$ cat src/sv/mmss_pkg.sv
// ----------------------------------------------------------------------------
// mmss_pkg - shared types and constants of the seven-segment scan clock
// Set-mode codes, configuration register indexes, reset values and the
// display control bundle handed to the segment encoder.
// ----------------------------------------------------------------------------
package mmss_pkg;

    // set mode of the clock
    typedef enum logic [1:0] {
        MODE_NORMAL  = 2'd0,
        MODE_SET_MIN = 2'd1,
        MODE_SET_SEC = 2'd2
    } mode_t;

    // configuration register indexes
    localparam logic [1:0] REG_TICKS_PER_SECOND  = 2'd0;
    localparam logic [1:0] REG_BLINK_HALF_PERIOD = 2'd1;
    localparam logic [1:0] REG_COMMON_CATHODE    = 2'd2;

    localparam int CFG_INDEX_W = 2;
    localparam int CFG_DATA_W  = 16;

    // configuration reset values
    localparam logic [15:0] TICKS_PER_SECOND_RST  = 16'd1000;
    localparam logic [15:0] BLINK_HALF_PERIOD_RST = 16'd250;

    // time reset values and wrap limits
    localparam logic [4:0] HOUR_RST   = 5'd12;
    localparam logic [5:0] MINUTE_RST = 6'd12;
    localparam logic [5:0] SEC_LAST   = 6'd59;
    localparam logic [4:0] HOUR_LAST  = 5'd23;

    // display control bundle for the segment encoder
    typedef struct packed {
        mode_t      mode;
        logic       blink_visible;
        logic       common_cathode;
        logic [1:0] scan_pos;
    } disp_ctrl_t;

endpackage

$ cat src/sv/mmss_seg_enc.sv
// ----------------------------------------------------------------------------
// mmss_seg_enc - segment and digit-enable encoder for one scan position
// Picks the MM:SS digit for the scan position, looks up its glyph, adds the
// decimal point, applies polarity and blanking, and remaps to the pin byte.
// ----------------------------------------------------------------------------
module mmss_seg_enc (
    input  logic [5:0]          minute_count,
    input  logic [5:0]          second_count,
    input  mmss_pkg::disp_ctrl_t ctrl,
    output logic [7:0]          segment_pins,
    output logic [3:0]          digit_select
);

    // split a value below 64 into tens and units
    function automatic logic [7:0] split_bcd(input logic [5:0] v);
        logic [3:0] tens;
        logic [5:0] base;
        begin
            if (v >= 6'd60) begin
                tens = 4'd6; base = 6'd60;
            end else if (v >= 6'd50) begin
                tens = 4'd5; base = 6'd50;
            end else if (v >= 6'd40) begin
                tens = 4'd4; base = 6'd40;
            end else if (v >= 6'd30) begin
                tens = 4'd3; base = 6'd30;
            end else if (v >= 6'd20) begin
                tens = 4'd2; base = 6'd20;
            end else if (v >= 6'd10) begin
                tens = 4'd1; base = 6'd10;
            end else begin
                tens = 4'd0; base = 6'd0;
            end
            split_bcd = {tens, 4'(v - base)};
        end
    endfunction

    // common-cathode glyphs, gfedcba; anything above nine shows nine
    function automatic logic [7:0] glyph(input logic [3:0] d);
        begin
            case (d)
                4'd0:    glyph = 8'h3F;
                4'd1:    glyph = 8'h06;
                4'd2:    glyph = 8'h5B;
                4'd3:    glyph = 8'h4F;
                4'd4:    glyph = 8'h66;
                4'd5:    glyph = 8'h6D;
                4'd6:    glyph = 8'h7D;
                4'd7:    glyph = 8'h07;
                4'd8:    glyph = 8'h7F;
                default: glyph = 8'h6F;
            endcase
        end
    endfunction

    logic [7:0] min_bcd;
    logic [7:0] sec_bcd;
    logic [3:0] digit_val;
    logic [7:0] code;
    logic       blank;

    assign min_bcd = split_bcd(minute_count);
    assign sec_bcd = split_bcd(second_count);

    // digit for this scan position
    always_comb begin
        case (ctrl.scan_pos)
            2'd0:    digit_val = min_bcd[7:4];
            2'd1:    digit_val = min_bcd[3:0];
            2'd2:    digit_val = sec_bcd[7:4];
            default: digit_val = sec_bcd[3:0];
        endcase
    end

    // field being set blanks during the off half of the blink
    assign blank = ((ctrl.mode == mmss_pkg::MODE_SET_MIN) && !ctrl.scan_pos[1]) ||
                   ((ctrl.mode == mmss_pkg::MODE_SET_SEC) &&  ctrl.scan_pos[1]);

    // glyph, decimal point on digit 1, polarity and blanking
    always_comb begin
        code = glyph(digit_val);
        if (ctrl.scan_pos == 2'd1) begin
            code[7] = 1'b1;
        end
        if (!ctrl.common_cathode) begin
            code = ~code;
        end
        if (blank && !ctrl.blink_visible) begin
            code = ctrl.common_cathode ? 8'h00 : 8'hFF;
        end
    end

    // pin remap: A7 B5 C1 D3 E4 F6 G0 DP2
    assign segment_pins = {code[0], code[5], code[1], code[4],
                           code[3], code[7], code[2], code[6]};

    // active-low enable, display index i on bit 3-i
    assign digit_select = ~(4'b1000 >> ctrl.scan_pos);

endmodule

$ cat src/sv/mmss_clock_with_seven_segment_scan_core.sv
// ----------------------------------------------------------------------------
// mmss_clock_with_seven_segment_scan_core - MM:SS clock with scanned display
// Handles key edges (mode, add, sub, ok), refreshes one multiplexed digit per
// tick, and runs the blink and seconds counters with carry to hours.
//
//  channel | ports                                   | direction
//  --------+-----------------------------------------+----------
//  input   | s_valid s_ready s_tick s_key_*_level    | in
//  result  | m_valid m_ready m_segment_pins ...      | out
//  config  | cfg_wr_en cfg_index cfg_wdata           | in
//
// One word per cycle while the result is not stalled: a word is taken in one cycle and its
// result shows in the next, set by the single register stage holding the clock state.
// The state registers drive the result ports; a stalled result holds them
// and the input waits until the result is taken.
// Reset (synchronous, active low) restores 12:12:00, normal mode, display off.
// ----------------------------------------------------------------------------
module mmss_clock_with_seven_segment_scan_core (
    input  logic                              aclk,
    input  logic                              aresetn,
    // configuration
    input  logic                              cfg_wr_en,
    input  logic [mmss_pkg::CFG_INDEX_W-1:0]  cfg_index,
    input  logic [mmss_pkg::CFG_DATA_W-1:0]   cfg_wdata,
    // input channel
    input  logic                              s_valid,
    output logic                              s_ready,
    input  logic                              s_tick,
    input  logic                              s_key_mode_level,
    input  logic                              s_key_add_level,
    input  logic                              s_key_sub_level,
    input  logic                              s_key_ok_level,
    // result channel
    output logic                              m_valid,
    input  logic                              m_ready,
    output logic [7:0]                        m_segment_pins,
    output logic [3:0]                        m_digit_select,
    output logic [5:0]                        m_minutes,
    output logic [5:0]                        m_seconds,
    output logic [4:0]                        m_hours,
    output logic [1:0]                        m_set_mode
);

    // configuration registers
    logic [15:0] ticks_per_second_reg;
    logic [15:0] blink_half_period_reg;
    logic        common_cathode_reg;

    // clock state
    logic [4:0]      hour_reg,        hour_next;
    logic [5:0]      minute_reg,      minute_next;
    logic [5:0]      second_reg,      second_next;
    logic [15:0]     tick_cnt_reg,    tick_cnt_next;
    logic [15:0]     blink_cnt_reg,   blink_cnt_next;
    logic            blink_vis_reg,   blink_vis_next;
    logic [1:0]      scan_pos_reg,    scan_pos_next;
    mmss_pkg::mode_t mode_reg,        mode_next;
    logic [3:0]      keys_reg;
    logic [7:0]      segment_reg,     segment_next;
    logic [3:0]      digit_reg,       digit_next;
    logic            m_valid_reg;

    logic [3:0]           keys_now;
    logic [3:0]           fell;
    logic                 accept;
    mmss_pkg::disp_ctrl_t disp_ctrl;
    logic [7:0]           enc_segment;
    logic [3:0]           enc_digit;
    logic [15:0]          blink_sum;
    logic [15:0]          tick_sum;

    // keys: bit 0 mode, 1 add, 2 sub, 3 ok
    assign keys_now = {s_key_ok_level, s_key_sub_level, s_key_add_level, s_key_mode_level};
    assign fell     = keys_reg & ~keys_now;
    assign s_ready  = !m_valid_reg || m_ready;
    assign accept   = s_valid && s_ready;

    // key handling, in the order mode, add, sub, ok
    always_comb begin
        mode_next      = mode_reg;
        minute_next    = minute_reg;
        second_next    = second_reg;
        blink_cnt_next = blink_cnt_reg;
        blink_vis_next = blink_vis_reg;
        hour_next      = hour_reg;
        tick_cnt_next  = tick_cnt_reg;

        if (fell[0]) begin
            case (mode_reg)
                mmss_pkg::MODE_NORMAL:  mode_next = mmss_pkg::MODE_SET_MIN;
                mmss_pkg::MODE_SET_MIN: mode_next = mmss_pkg::MODE_SET_SEC;
                default:                mode_next = mmss_pkg::MODE_NORMAL;
            endcase
            blink_cnt_next = 16'd0;
            blink_vis_next = 1'b1;
        end
        if (fell[1]) begin
            if (mode_next == mmss_pkg::MODE_SET_MIN) begin
                minute_next = (minute_next >= mmss_pkg::SEC_LAST) ? 6'd0 : minute_next + 6'd1;
            end else if (mode_next == mmss_pkg::MODE_SET_SEC) begin
                second_next = (second_next >= mmss_pkg::SEC_LAST) ? 6'd0 : second_next + 6'd1;
            end
        end
        if (fell[2]) begin
            if (mode_next == mmss_pkg::MODE_SET_MIN) begin
                minute_next = (minute_next == 6'd0) ? mmss_pkg::SEC_LAST : minute_next - 6'd1;
            end else if (mode_next == mmss_pkg::MODE_SET_SEC) begin
                second_next = (second_next == 6'd0) ? mmss_pkg::SEC_LAST : second_next - 6'd1;
            end
        end
        if (fell[3]) begin
            second_next    = 6'd0;
            mode_next      = mmss_pkg::MODE_NORMAL;
            blink_cnt_next = 16'd0;
            blink_vis_next = 1'b1;
        end
    end

    // display content from the time after key handling
    assign disp_ctrl = '{mode:           mode_next,
                         blink_visible:  blink_vis_next,
                         common_cathode: common_cathode_reg,
                         scan_pos:       scan_pos_reg};

    mmss_seg_enc u_seg_enc (
        .minute_count (minute_next),
        .second_count (second_next),
        .ctrl         (disp_ctrl),
        .segment_pins (enc_segment),
        .digit_select (enc_digit)
    );

    assign blink_sum = blink_cnt_next + 16'd1;
    assign tick_sum  = tick_cnt_reg + 16'd1;

    // tick: refresh one digit, run blink and second counters
    logic [4:0]  hour_tick;
    logic [5:0]  minute_tick;
    logic [5:0]  second_tick;
    logic [15:0] blink_cnt_tick;
    logic        blink_vis_tick;
    logic [15:0] tick_cnt_tick;

    always_comb begin
        hour_tick      = hour_reg;
        minute_tick    = minute_next;
        second_tick    = second_next;
        blink_cnt_tick = blink_sum;
        blink_vis_tick = blink_vis_next;
        tick_cnt_tick  = tick_sum;
        if (blink_sum >= blink_half_period_reg) begin
            blink_cnt_tick = 16'd0;
            blink_vis_tick = !blink_vis_next;
        end
        if (tick_sum >= ticks_per_second_reg) begin
            tick_cnt_tick = 16'd0;
            if (second_next >= mmss_pkg::SEC_LAST) begin
                second_tick = 6'd0;
                if (minute_next >= mmss_pkg::SEC_LAST) begin
                    minute_tick = 6'd0;
                    hour_tick   = (hour_reg >= mmss_pkg::HOUR_LAST) ? 5'd0 : hour_reg + 5'd1;
                end else begin
                    minute_tick = minute_next + 6'd1;
                end
            end else begin
                second_tick = second_next + 6'd1;
            end
        end
    end

    // select tick or no-tick results
    logic [4:0]  hour_sel;
    logic [5:0]  minute_sel;
    logic [5:0]  second_sel;
    logic [15:0] blink_cnt_sel;
    logic        blink_vis_sel;

    always_comb begin
        if (s_tick) begin
            hour_sel      = hour_tick;
            minute_sel    = minute_tick;
            second_sel    = second_tick;
            blink_cnt_sel = blink_cnt_tick;
            blink_vis_sel = blink_vis_tick;
            segment_next  = enc_segment;
            digit_next    = enc_digit;
            scan_pos_next = scan_pos_reg + 2'd1;
        end else begin
            hour_sel      = hour_next;
            minute_sel    = minute_next;
            second_sel    = second_next;
            blink_cnt_sel = blink_cnt_next;
            blink_vis_sel = blink_vis_next;
            segment_next  = segment_reg;
            digit_next    = digit_reg;
            scan_pos_next = scan_pos_reg;
        end
    end

    // configuration writes
    always_ff @(posedge aclk) begin
        if (!aresetn) begin
            ticks_per_second_reg  <= mmss_pkg::TICKS_PER_SECOND_RST;
            blink_half_period_reg <= mmss_pkg::BLINK_HALF_PERIOD_RST;
            common_cathode_reg    <= 1'b0;
        end else if (cfg_wr_en) begin
            case (cfg_index)
                mmss_pkg::REG_TICKS_PER_SECOND:  ticks_per_second_reg  <= cfg_wdata;
                mmss_pkg::REG_BLINK_HALF_PERIOD: blink_half_period_reg <= cfg_wdata;
                mmss_pkg::REG_COMMON_CATHODE:    common_cathode_reg    <= cfg_wdata[0];
                default: ;
            endcase
        end
    end

    // clock state, updated once per accepted word
    always_ff @(posedge aclk) begin
        if (!aresetn) begin
            hour_reg      <= mmss_pkg::HOUR_RST;
            minute_reg    <= mmss_pkg::MINUTE_RST;
            second_reg    <= 6'd0;
            tick_cnt_reg  <= 16'd0;
            blink_cnt_reg <= 16'd0;
            blink_vis_reg <= 1'b1;
            scan_pos_reg  <= 2'd0;
            mode_reg      <= mmss_pkg::MODE_NORMAL;
            keys_reg      <= 4'hF;
            segment_reg   <= 8'hFF;
            digit_reg     <= 4'hF;
        end else if (accept) begin
            hour_reg      <= hour_sel;
            minute_reg    <= minute_sel;
            second_reg    <= second_sel;
            tick_cnt_reg  <= s_tick ? tick_cnt_tick : tick_cnt_next;
            blink_cnt_reg <= blink_cnt_sel;
            blink_vis_reg <= blink_vis_sel;
            scan_pos_reg  <= scan_pos_next;
            mode_reg      <= mode_next;
            keys_reg      <= keys_now;
            segment_reg   <= segment_next;
            digit_reg     <= digit_next;
        end
    end

    // result valid
    always_ff @(posedge aclk) begin
        if (!aresetn) begin
            m_valid_reg <= 1'b0;
        end else if (accept) begin
            m_valid_reg <= 1'b1;
        end else if (m_ready) begin
            m_valid_reg <= 1'b0;
        end
    end

    assign m_valid        = m_valid_reg;
    assign m_segment_pins = segment_reg;
    assign m_digit_select = digit_reg;
    assign m_minutes      = minute_reg;
    assign m_seconds      = second_reg;
    assign m_hours        = hour_reg;
    assign m_set_mode     = mode_reg;

endmodule

$ cat config.mk
export PLATFORM = sky130hd
export DESIGN_NAME = mmss_clock_with_seven_segment_scan_core
export DESIGN_NICKNAME = d
export VERILOG_FILES = /design/src/sv/mmss_pkg.sv /design/src/sv/mmss_seg_enc.sv /design/src/sv/mmss_clock_with_seven_segment_scan_core.sv
export SDC_FILE = /design/constraint.sdc
export NUM_CORES = 1
export LEC_CHECK = 0
export BUFFER_PORTS_ARGS = -buffer_cell sky130_fd_sc_hd__buf_2
export CORE_UTILIZATION = 45
export CTS_CLUSTER_SIZE = 40
export DETAILED_ROUTE_END_ITERATION = 6
export HOLD_SLACK_MARGIN = 0.02
export MAX_ROUTING_LAYER = met4
export PLACE_DENSITY = 0.7
export SLEW_MARGIN = 20
export SYNTH_ARGS = -nofsm -noshare
export SYNTH_HDL_FRONTEND = slang
export SYNTH_HIERARCHICAL = 1
export SYNTH_SLANG_ARGS = --single-unit
$ cat constraint.sdc
create_clock -name aclk -period 9.1 [get_ports aclk]
set_clock_uncertainty 0.1 [all_clocks]
set_input_delay 1.82 -clock aclk [delete_from_list [all_inputs] [get_ports aclk]]
set_output_delay 1.82 -clock aclk [all_outputs]
set_load 0.01 [all_outputs]
Word level (Yosys, flattened, before mapping)
Memory sizes are Yosys's and may differ from the RTL's.
Index checks and enable logic that the tools add are counted.
- bits in read-only memories: 112
- flip-flop bits (word level): 104
- output and inout bits: 33
- memories: 1
- input bits: 28
- shift-type cells: 1
- reduce and logical (&&, ||, !) cells: 20
- equality and inequality tests: 9
- order comparisons: 19
- bitwise logic cells: 4
- add/sub/neg operators: 12
- muxes and demuxes: 66
- memories (memory ; words ; width ; read ports ; clocked after memory_dff ; wr ports ; line ; text):
    (no name shown) ; 16 ; 7 ; 1 ; 0 ; 0 ; mmss_seg_enc.sv:41 ; case (d)
- operators with widths (operator ; count):
    6-bit two-way mux ; 22
    4-bit two-way mux ; 22
    16-bit two-way mux ; 5
    6-bit greater-or-equal comparator (second input constant) ; 10
    16-bit by 1-bit adder with 16-bit output (second input constant) ; 2
    16-bit greater-or-equal comparator ; 2
    6-bit by 1-bit adder with 6-bit output (second input constant) ; 4
    6-bit by 5-bit greater-or-equal comparator with 1-bit output (second input constant) ; 4
    8-bit two-way mux ; 3
    6-bit by 4-bit greater-or-equal comparator with 1-bit output (second input constant) ; 2
    6-bit logical NOT ; 2
    4-bit case mux with 3 select lines ; 1
    6-bit by 1-bit subtractor with 6-bit output (second input constant) ; 2
    2-bit by 1-bit equality test with 1-bit output (second input constant) ; 5
    1-bit two-way mux ; 9
    2-bit equality test (second input constant) ; 4
    4-bit inverter ; 2
    8-bit inverter ; 1
    2-bit AND reduction ; 4
    4-bit subtractor ; 2
    2-bit logical NOT ; 3
    5-bit by 1-bit adder with 5-bit output (second input constant) ; 1
    5-bit greater-or-equal comparator (second input constant) ; 1
    5-bit two-way mux ; 1
    other kinds (10) ; 17

Depth between registers and ports, before layout
Gate-level depths: netlist (run 1).
An unclocked memory read counts as a cell.
- word-level depth: 26
- mapped depth: 29
- depth with buffers taken out: 28

By module
The synthesis (run 1) kept the hierarchy.
- by module, submodules not included (module ; area an instance (µm²) ; times used ; cells an instance):
    mmss_clock_with_seven_segment_scan_core ; 6623.9 ; 1 ; 865
    mmss_seg_enc ; 853.3 ; 1 ; 115

Least setup slack after synthesis (run 1)
Ideal clock, no wire load.
- path type: input to register
- start: input port s_key_mode_level
- end: register segment_reg[6], in the netlist m_segment_pins[6]
- stages on the path: 25
- setup slack: 2211 ps
- buffers on the path: 2
- required time: 8863 ps
- arrival: 6652 ps
- path through: or4b_1 -> a21bo_1 -> nand2_1 -> a21oi_1 -> ha_1 -> nand2_1 -> nor3_1 -> nor2_1 -> nor4_1 -> or2_2 -> inv_1 -> buf_6 -> or4_1 -> nand3_1 -> o21ai_0 -> ha_1 -> fa_1 -> mux4_2 -> buf_4 -> nand2_1 -> o21ai_0 -> o21ai_0 -> xnor2_1 -> nand2_1 -> nand3_1
- elaborated cells between the ends (all ways): 75
- RTL lines (element ; line ; text):
    from (decl) ; mmss_clock_with_seven_segment_scan_core.sv:29 ; input logic s_key_mode_level,
    4-bit inverter (*) ; mmss_clock_with_seven_segment_scan_core.sv:74 ; assign fell = keys_reg & ~keys_now;
    4-bit bitwise AND (*) ; mmss_clock_with_seven_segment_scan_core.sv:74 ;
    2-bit two-way mux (*) ; mmss_clock_with_seven_segment_scan_core.sv:88 ; if (fell[0]) begin
    2-bit by 1-bit equality test with 1-bit output (*) ; mmss_clock_with_seven_segment_scan_core.sv:98, mmss_clock_with_seven_segment_scan_core.sv:105 ;
    6-bit two-way mux ; mmss_clock_with_seven_segment_scan_core.sv:98 ; if (mode_next == mmss_pkg::MODE_SET_MIN) begin
    6-bit two-way mux ; mmss_clock_with_seven_segment_scan_core.sv:97 ; if (fell[1]) begin
    6-bit by 1-bit subtractor with 6-bit output or 6-bit logical NOT (tied branches) ; mmss_clock_with_seven_segment_scan_core.sv:106 ; minute_next = (minute_next == 6'd0) ? mmss_pkg::SEC_LAST : minute_next - 6'd1;
    6-bit two-way mux ; mmss_clock_with_seven_segment_scan_core.sv:106 ;
    [... 2 more ...] ; n/a ;
    named net minute_next[2] ; mmss_clock_with_seven_segment_scan_core.sv:51 ; logic [5:0] minute_reg, minute_next;
    [... 6 more ...] ; n/a ;
    4-bit two-way mux ; mmss_seg_enc.sv:19 ; if (v >= 6'd60) begin
    4-bit subtractor ; mmss_seg_enc.sv:34 ; split_bcd = {tens, 4'(v - base)};
    4-bit case mux with 3 select lines (*) ; mmss_seg_enc.sv:67 ; case (ctrl.scan_pos)
    memory read 16 x 7 bit (*) ; n/a ;
    8-bit inverter ; mmss_seg_enc.sv:86 ; code = ~code;
    8-bit two-way mux (*) ; mmss_seg_enc.sv:85 ; if (!ctrl.common_cathode) begin
    8-bit two-way mux (*) ; mmss_seg_enc.sv:88 ; if (blank && !ctrl.blink_visible) begin
    named net enc_segment[6] ; mmss_clock_with_seven_segment_scan_core.sv:67 ; logic [7:0] enc_segment;
    to (signal assigned) ; mmss_clock_with_seven_segment_scan_core.sv:240 ; segment_reg <= segment_next;
    to (decl) ; mmss_clock_with_seven_segment_scan_core.sv:59 ; logic [7:0] segment_reg, segment_next;
Mark *: on every way through the listed nets, which the timed path passes. The rest lies on a longest branch.
A chain may end at the register's enable or synchronous reset.

Worst setup path after layout (run 1)
Same ends and word-level chain as after synthesis.

==> reports/summary.txt, run 1 <==
Status - finished, final reports clean
Chip height - 131 um
Setup crit start kind - input pin
Placed Area - 7880 um2
CTS tree - built
Kind of end point of the critical path - flip-flop
Die area - 17,100 um2
Ant. Diodes - 0
Max_slew headroom - 38.4%
First DRT Iteration DRCs - 486
Max Root-Sink Buffers - 2
Highest-count cells in the layout ignoring fill and taps - nand2_1, dfxtp_1, o21ai_0, buf_2, inv_1
Post-synthesis cell area - 7480 um2
Fmax achieved - 134 MHz
Setup Fix Bufs, Post-CTS - 0
Final nets - 1,086
Syn_area_per_cell - 7.63 um2
Worst-skew pair later-pin latency - 360 ps
Vias in the first global route - 6,056
CP arrival - 7560 ps
FFs w/ async S/R, synth - 0%
Final hold vios - 0
Most common cell after layout, fill and taps aside - nand2_1
GPL Wtd Cong - 0.916
Req. time, crit path - 9200 ps
Fin area - 8150 um2
RSZ-0062 raised after global routing - no
Worst r2r path cells - 24
Worst stage delay on the critical path - 720 ps
Worst r2r src - m_set_mode[0]
Initial Util - 46.6%
Sink Count - 104
Hold-critical path endpoint - m_segment_pins[2]
Initial antenna violation count - 0
Hold Crit Depth - 2
Synth-to-Final Area Change - 9.00%
Reg clk slew, reported paths - 70 ps
WL/cell - 15.0 um
Setup Viol. Count Final - 0
CTS Root Cell - clkbuf_16
Die X-Extent - 131 um
WS Path Type - input pin to flip-flop
Commonest register cell after synthesis - dfxtp_1
Largest net degree at the start of global routing - 98
PortBufs - 60
Fraction of layout cells with a size suffix above 1 - 10.8%
Leakage - 3.42 nW
R2R Path End - m_segment_pins[6]
Vias per cell - 5.65
Hold WC Path Type - flip-flop to flip-flop
Syn Inst Count - 980
Syn Nets - 1,060
Power per cell area - 130 nW/um2
Hold path start - m_segment_pins[2]
Cts bufs inserted - 9
Tmin final - 7460 ps
Pins Over Slew Limit - 0
Worst path buffer plus inverter count - 1
Crit Path Max Fanout - 14
First-pass GRT wire length - 30.4 mm
Number of synthesized flops with an enable pin - 0
Setup WS post-layout - 1640 ps
DRT Pass-1 Iters - 5
Grt total ovfl - 0
Max Cap Viol - 0
Routed wire length - 18.4 mm
VDD IR max - 0.000103 V
Hold buffers post-CTS - 0
CP dominant cell by count - nand2_1
Half-perimeter wire length after placement - 13.3 mm
Synth unique cells - 93
FF+latch count, synth - 104
Fin crit share - 81.9%
Post-CTS sizing - 0
Total Routing Usage GR - 23.1%
Remaining DRCs - 0
Warnings from Yosys - 6
Final antenna-violating net count - 0
Critical-path top delay cell - o21bai_1
Reg2reg setup slack - 2840 ps
# IOs - 61
H-tree depth - 3
Worst path top cell family by delay - compound AO/OA/AOI/OAI gates
Sequential area share after synthesis - 27.8%
Slew @ Worst Pin - 925 ps
Core Box Area - 16,100 um2
Placement Rows - 46
Vias post-DR - 6,934
Dpl ws - 1470 ps
Post-route setup TNS - 0 ps
## metrics by stage
step	std cells	power (mW)	hold slack, ps	utilization (%)
detailed placement	1211	0.692	355	49.0
global route	1227	1.12	383	50.8
CTS	1227	1.07	370	50.8
floorplan	980	0.642	343	-
global placement	1211	0.688	347	49.0
finish	1227	1.06	365	50.8
## routing by layer
layer / GRT usage (%) / part of all wire (%) / vias to the layer above / wire length, um
met5: - / 0 / - / 0
met4: 5.68 / 1.1 / 0 / 207
met3: 3.50 / 4.6 / 15 / 840
met2: 35.4 / 45 / 157 / 8200
met1: 31.7 / 50 / 3216 / 9130
li1: - / - / 3546 / -
## cells by family (layout without fill, tap and decap cells)
| kind of cell | count (synthesis) | in the layout | share of synthesized area (%) |
|---|---|---|---|
| buffers and inverters | 106 | 137 | 5.76 |
| AO/OA/AOI/OAI | 250 | 250 | 23.6 |
| XOR/XNOR | 36 | 36 | 4.22 |
| adder cells (fa/ha/maj) | 54 | 54 | 9.17 |
| flip-flops | 104 | 104 | 27.8 |
| multiplexers | 10 | 10 | 1.71 |
| AND/OR/NAND/NOR | 420 | 420 | 27.7 |
## worst max-delay path by stage
stage	startpoint	endpoint	slack, ps	cells after the start
2_1_floorplan	s_key_mode_level	m_segment_pins[6]	2210	25
3_3_place_gp	s_key_mode_level	m_segment_pins[6]	1680	26
3_5_place_dp	s_key_mode_level	m_segment_pins[6]	1470	25
4_1_cts	s_key_mode_level	m_segment_pins[6]	1830	25
5_1_grt	s_key_mode_level	m_segment_pins[6]	1280	25
6_report	s_key_mode_level	m_segment_pins[6]	1640	25
## cells in the mapped netlist, drive strengths merged, types with 4 or more instances
cell type,instances,share of area [%]
inv,56,2.8
nand2b,11,0.92
a22o,14,1.6
dfxtp,104,28
or3,8,0.69
o311ai,4,0.47
nand2,176,8.8
a211o,5,0.59
a22oi,5,0.50
nor2,41,2.1
buf,12,1.0
and3,23,1.9
a21oi,33,2.3
nor2b,20,1.7
nor4,6,0.50
nand4,15,1.3
a21o,7,0.70
nand3b,8,0.80
a31oi,8,0.67
nand3,52,3.5
o21ai,74,5.0
ha,50,8.4
or2,7,0.59
xor2,20,2.3
mux2i,6,0.80
xnor2,16,1.9
clkbuf,38,1.9
nor3,16,1.1
a21boi,26,2.8
o31ai,9,1.3
o211ai,24,2.4
and2,18,1.5
## power by group
| group | leakage, nW | switching (mW) | total, mW | internal, mW |
|---|---|---|---|---|
| Sequential | 0.847 | 0.0143 | 0.485 | 0.470 |
| Clock | 0.136 | 0.182 | 0.375 | 0.193 |
| Combinational | 2.43 | 0.122 | 0.199 | 0.0769 |
## cell type report
type	count	area, um2
clock buffers	11	243
clock inverters	5	31.3
fillers	1558	7910
inverters	56	210
multi-input cells	770	4980
flip-flops and latches	104	2080
well taps	216	270
repair buffers	65	338
## worst reg2reg max path, delay by kind of cell (launching register included)
kind,cells,cell delay (ps)
compound gates,8,2300
simple gates,11,1760
fa+ha+maj,3,880
mux,1,600
flops,1,390
xor+xnor,1,90
(Power assumes the default switching activity.)
==> inputs of run 2 (changes only) <==
--- a/config.mk
+++ b/config.mk
@@ -5,6 +5,7 @@
 export SDC_FILE = /design/constraint.sdc
 export NUM_CORES = 1
 export LEC_CHECK = 0
+export ABC_AREA = 1
 export BUFFER_PORTS_ARGS = -buffer_cell sky130_fd_sc_hd__buf_2
 export CORE_UTILIZATION = 45
 export CTS_CLUSTER_SIZE = 40
==> constraint.sdc (replaced) <==
create_clock -name aclk -period 7.7 [get_ports aclk]
set_clock_uncertainty 0.1 [all_clocks]
set_input_delay 1.54 -clock aclk [delete_from_list [all_inputs] [get_ports aclk]]
set_output_delay 1.54 -clock aclk [all_outputs]
set_load 0.01 [all_outputs]
==> run 2 against run 1 <==
Final area rose by 2.5%. Die area rose by 1.7%. Non-clock buffer count rose by 2. Register-to-register slack got worse by 200 ps. Highest routed layer unchanged.
==> reports/summary.txt, run 2 <==
Max Cap Viol - 0
Power per cell area - 164 nW/um2
Final hold vios - 0
Syn Nets - 1,233
Commonest register cell after synthesis - dfxtp_1
Reg clk slew, reported paths - 70 ps
RSZ-0062 raised after global routing - no
Syn_area_per_cell - 6.60 um2
CTS Root Cell - clkbuf_16
Sequential area share after synthesis - 27.4%
Hold buffers post-CTS - 0
Dpl ws - 1420 ps
Vias post-DR - 7,226
Req. time, crit path - 7820 ps
Synth-to-Final Area Change - 9.83%
Tmin final - 5940 ps
Tot Pwr - 1.37 mW
Area leader, netlist - dfxtp_1
FF+latch count, synth - 104
Fin area - 8360 um2
First DRT Iteration DRCs - 399
H-tree depth - 3
Fin crit share - 77.1%
CP arrival - 6060 ps
Routed wire length - 18.4 mm
Pins Over Slew Limit - 0
Setup Viol. Count Final - 0
Cell with the most instances after synthesis - nand2_1
Post-synthesis cell area - 7610 um2
Syn Inst Count - 1,153
# IOs - 61
Slew @ Worst Pin - 795 ps
Highest-count cells in the layout ignoring fill and taps - nand2_1, inv_1, dfxtp_1, a21oi_1, nand3_1
Top cells by count, synth - nand2_1, inv_1, dfxtp_1
Die X-Extent - 132 um
Warnings from Yosys - 6
CP dominant cell by count - nand2_1
Worst stage delay on the critical path - 320 ps
CTS tree - built
Final nets - 1,271
Half-perimeter wire length after placement - 13.3 mm
DRT Pass-1 Iters - 5
Vias per cell - 5.10
Chip height - 132 um
Ant. Diodes - 0
Worst-skew pair later-pin latency - 360 ps
Core Box Area - 16,500 um2
Setup Fix Bufs, Post-CTS - 0
Number of synthesized flops with an enable pin - 0
VDD IR max - 0.000114 V
WS Path Type - input pin to flip-flop
Largest cells by area after synthesis - dfxtp_1, nand2_1, inv_1
Placed Area - 8070 um2
Placed Instances - 1,400
Synth unique cells - 50
Critical-path top delay cell - xor2_1
Crit Path Max Fanout - 15
First-pass GRT wire length - 31.6 mm
Max_slew headroom - 46.7%
Leakage - 4.06 nW
Vias in the first global route - 6,735
Most common cell after layout, fill and taps aside - nand2_1
Synth top area share - 27.4%
Grt total ovfl - 0
Initial Util - 46.1%
Worst path top cell family by delay - simple AND/OR/NAND/NOR gates
Fin cells - 1,416
Setup WS post-layout - 1760 ps
PortBufs - 60
Fin util - 50.6%
Remaining DRCs - 0
Worst path buffer plus inverter count - 6
Setup crit start kind - input pin
Post-route setup TNS - 0 ps
WHS - 362 ps
Hold WC Path Type - flip-flop to flip-flop
Initial antenna violation count - 0
GPL Wtd Cong - 0.874
Total Routing Usage GR - 22.6%
Sink Count - 104
Fmax achieved - 168 MHz
Fraction of layout cells with a size suffix above 1 - 12.5%
WL/cell - 13.0 um
Kind of end point of the critical path - flip-flop
Largest net degree at the start of global routing - 64
Post-CTS sizing - 0
Cts bufs inserted - 9
Die area - 17,400 um2
FFs w/ async S/R, synth - 0%
Max Root-Sink Buffers - 2
Final antenna-violating net count - 0
Placement Rows - 47
Status - finished, final reports clean
run 2: tightest hold or removal path, cell delays in order, from the launching register on:
cell     delay [ps]
dfxtp_1         330
nand2_1          50
nand3_1          50
run 2: final timing paths:
check	startpoint	to	slack [ps]	cells past startpoint
worst min register to register	m_segment_pins[4]	m_segment_pins[4]	360	2
worst min-delay path	m_segment_pins[4]	m_segment_pins[4]	360	2
worst max register to register	m_seconds[1]	m_segment_pins[5]	2640	37
worst max-delay path	s_key_mode_level	m_segment_pins[5]	1760	36
run 2: kinds of logic after synthesis:
| logic type | share of synthesized area, % |
|---|---|
| and+or+nand+nor | 32.0 |
| muxes | 0.132 |
| xor gates and xnor gates | 4.37 |
| AOI/OAI and AO/OA | 16.0 |
| adders and majority gates | 8.75 |
| DFF | 27.4 |
| buffers and inverters | 11.3 |
run 2: cell type report:
cell class	instances	area, um2
Fill cell	1707	8170
Clock inverter	6	61.3
Timing Repair Buffer	67	353
Sequential cell	104	2080
Inverter	183	688
Tap cell	220	275
Clock buffer	10	229
Multi-Input combinational cell	826	4670
run 2: layer usage:
metal / wire length, um / share of wire [%] / global-route usage (%) / up-vias
li1: - / - / - / 3814
met1: 9240 / 50 / 28.9 / 3266
met2: 8310 / 45 / 37.5 / 127
met3: 580 / 3.2 / 3.27 / 19
met4: 220 / 1.2 / 5.30 / 0
met5: 0 / 0 / - / -
run 2: power by group:
group	internal, mW	switching, mW	leakage [nW]	total [mW]
Combinational	0.114	0.219	3.07	0.333
Clock	0.228	0.231	0.138	0.459
Sequential	0.564	0.0171	0.852	0.581
Total	0.906	0.467	4.06	1.37
==> inputs of run 3 (changes only) <==
--- a/config.mk
+++ b/config.mk
@@ -12,7 +12,7 @@
 export DETAILED_ROUTE_END_ITERATION = 6
 export HOLD_SLACK_MARGIN = 0.02
 export MAX_ROUTING_LAYER = met4
-export PLACE_DENSITY = 0.7
+export PLACE_DENSITY = 0.72
 export SLEW_MARGIN = 20
 export SYNTH_ARGS = -nofsm -noshare
 export SYNTH_HDL_FRONTEND = slang
==> constraint.sdc (replaced) <==
create_clock -name aclk -period 4.75 [get_ports aclk]
set_clock_uncertainty 0.1 [all_clocks]
set_input_delay 0.95 -clock aclk [delete_from_list [all_inputs] [get_ports aclk]]
set_output_delay 0.95 -clock aclk [all_outputs]
set_load 0.01 [all_outputs]
==> run 3 against run 2 <==
The flow now finishes with violations (negative setup slack). Total power rose by 79%. Largest power group unchanged. First-iteration DRC count rose by 28%. Setup slack got worse by 1800 ps. Combinational power rose by 110%. Critical path depth fell by 2. Clock-buffer cell count fell by 1. Highest routed layer unchanged. Worst hold slack got worse by 6.2 ps.
==> reports/summary.txt, run 3 (same netlist as run 2, synthesis figures left out) <==
First-pass GRT wire length - 32.2 mm
Worst r2r src - keys_reg[0]
Core Box Area - 16,500 um2
Hold-critical path endpoint - m_digit_select[3]
GPL Wtd Cong - 0.885
Reg clk slew, reported paths - 70 ps
Final hold vios - 0
Dpl ws - -440 ps
RSZ-0062 raised after global routing - yes
Grt total ovfl - 0
Fin area - 9410 um2
H-tree depth - 3
FF+latch area - 2080 um2
Setup Viol. Count Final - 4
Placed Area - 8790 um2
Placement Rows - 47
Setup crit start kind - input pin
Initial antenna violation count - 0
Die X-Extent - 132 um
Sink Count - 104
Fraction of layout cells with a size suffix above 1 - 22.4%
Largest net degree at the start of global routing - 63
Max Root-Sink Buffers - 2
PortBufs - 60
Vias in the first global route - 6,904
Synth-to-Final Area Change - 23.7%
Initial Util - 46.1%
Setup WS post-layout - -85.2 ps
R2R Path End - m_segment_pins[5]
Slew @ Worst Pin - 983 ps
Highest-count cells in the layout ignoring fill and taps - nand2_1, inv_1, buf_4, dfxtp_1, a21oi_1
Crit Path Max Fanout - 5
CTS Root Cell - clkbuf_16
Fin crit share - 102%
DRT Pass-1 Iters - 5
First DRT Iteration DRCs - 509
Reg2reg setup slack - 70 ps
Critical-path top delay cell - fa_1
Ant. Diodes - 0
Filler cells - 1,569
Max Cap Viol - 0
Kind of end point of the critical path - flip-flop
Violated checks - negative setup slack
Leakage - 4.65 nW
Multi-input gate area - 4840 um2
Die area - 17,400 um2
Hold WC Path Type - flip-flop to flip-flop
Hold path start - m_digit_select[3]
Worst stage delay on the critical path - 460 ps
Vias post-DR - 7,693
WL/cell - 12.8 um
Most common cell after layout, fill and taps aside - nand2_1
Post-route setup TNS - -110 ps
Fmax achieved - 207 MHz
Vias per cell - 5.05
Final nets - 1,378
Pins Over Slew Limit - 0
VDD IR max - 0.000192 V
Status - finished, violations left
WS Path Type - input pin to flip-flop
Tmin final - 4840 ps
# IOs - 61
Half-perimeter wire length after placement - 14.3 mm
CP arrival - 4960 ps
Max_slew headroom - 34.4%
Req. time, crit path - 4880 ps
Worst-skew pair later-pin latency - 370 ps
Cts bufs inserted - 9
Remaining DRCs - 0
Total Routing Usage GR - 23.1%
Power per cell area - 261 nW/um2
Worst r2r path cells - 34
CTS tree - built
Final antenna-violating net count - 0
Hold Crit Depth - 2
Chip height - 132 um
Routed wire length - 19.6 mm
Fin util - 57.0%
run 3: cell types whose count changed in the layout (fill, tap and decap cells not counted), sizes merged:
cell,previous run,this run
buf,67,174
bufinv,0,1
clkbuf,10,9
clkinvlp,1,0
inv,182,183
run 3: worst max-delay path by stage:
| stage | start | cells past startpoint | slack (ps) | endpoint |
|---|---|---|---|---|
| 6_report | s_key_mode_level | 34 | -90 | m_segment_pins[5] |
| 5_1_grt | s_key_mode_level | 34 | -360 | m_segment_pins[5] |
| 4_1_cts | s_key_mode_level | 33 | 10 | m_segment_pins[5] |
| 3_5_place_dp | s_key_mode_level | 27 | -440 | blink_cnt_reg[3] |
| 3_3_place_gp | s_key_add_level | 37 | -280 | m_segment_pins[5] |
| 2_1_floorplan | s_key_mode_level | 33 | -40 | m_segment_pins[5] |
run 3: stage by stage:
stage               power (mW)  hold WS, ps  cells
floorplan                 1.37          324   1153
global placement          1.59          337   1494
detailed placement        1.60          339   1494
CTS                       2.41          358   1510
global route              2.59          385   1523
finish                    2.46          356   1523
run 3: cell type report:
type	instances	share of cell area, %
timing repair buffer	174	12.8
clock inverter	7	0.984
multi-input combinational	826	51.5
inverter	183	7.31
sequential	104	22.1
clock buffer	9	2.39
tap	220	2.92
run 3: repair_timing:
action	CTS	global route
hold buffers	0	0
endpoints found under the hold margin	0	0
endpoints found under the setup margin	7	24
pin swaps	1	48
setup buffers	0	13
resized for setup	4	53
run 3: where the power goes:
group / total [mW] / internal, mW / leakage (nW) / switching (mW)
sequential: 0.941 / 0.915 / 0.852 / 0.0258
clock: 0.807 / 0.424 / 0.156 / 0.383
combinational: 0.707 / 0.300 / 3.64 / 0.407
run 3: routing by layer:
| layer | wire (um) | up-vias | global-route usage [%] | share of wire, % |
|---|---|---|---|---|
| met5 | 0 | - | - | 0 |
| met4 | 395 | 0 | 9.11 | 2.0 |
| met3 | 812 | 30 | 2.54 | 4.2 |
| met2 | 9000 | 179 | 36.2 | 46 |
| met1 | 9360 | 3447 | 30.4 | 48 |
| li1 | - | 4037 | - | - |
run 3: worst max-delay path, delay by kind of cell:
kind	cells	cell delay [ps]
AO/OA/AOI/OAI	3	200
adder cells (fa/ha/maj)	2	670
buffers and inverters	4	440
AND/OR/NAND/NOR	25	2690
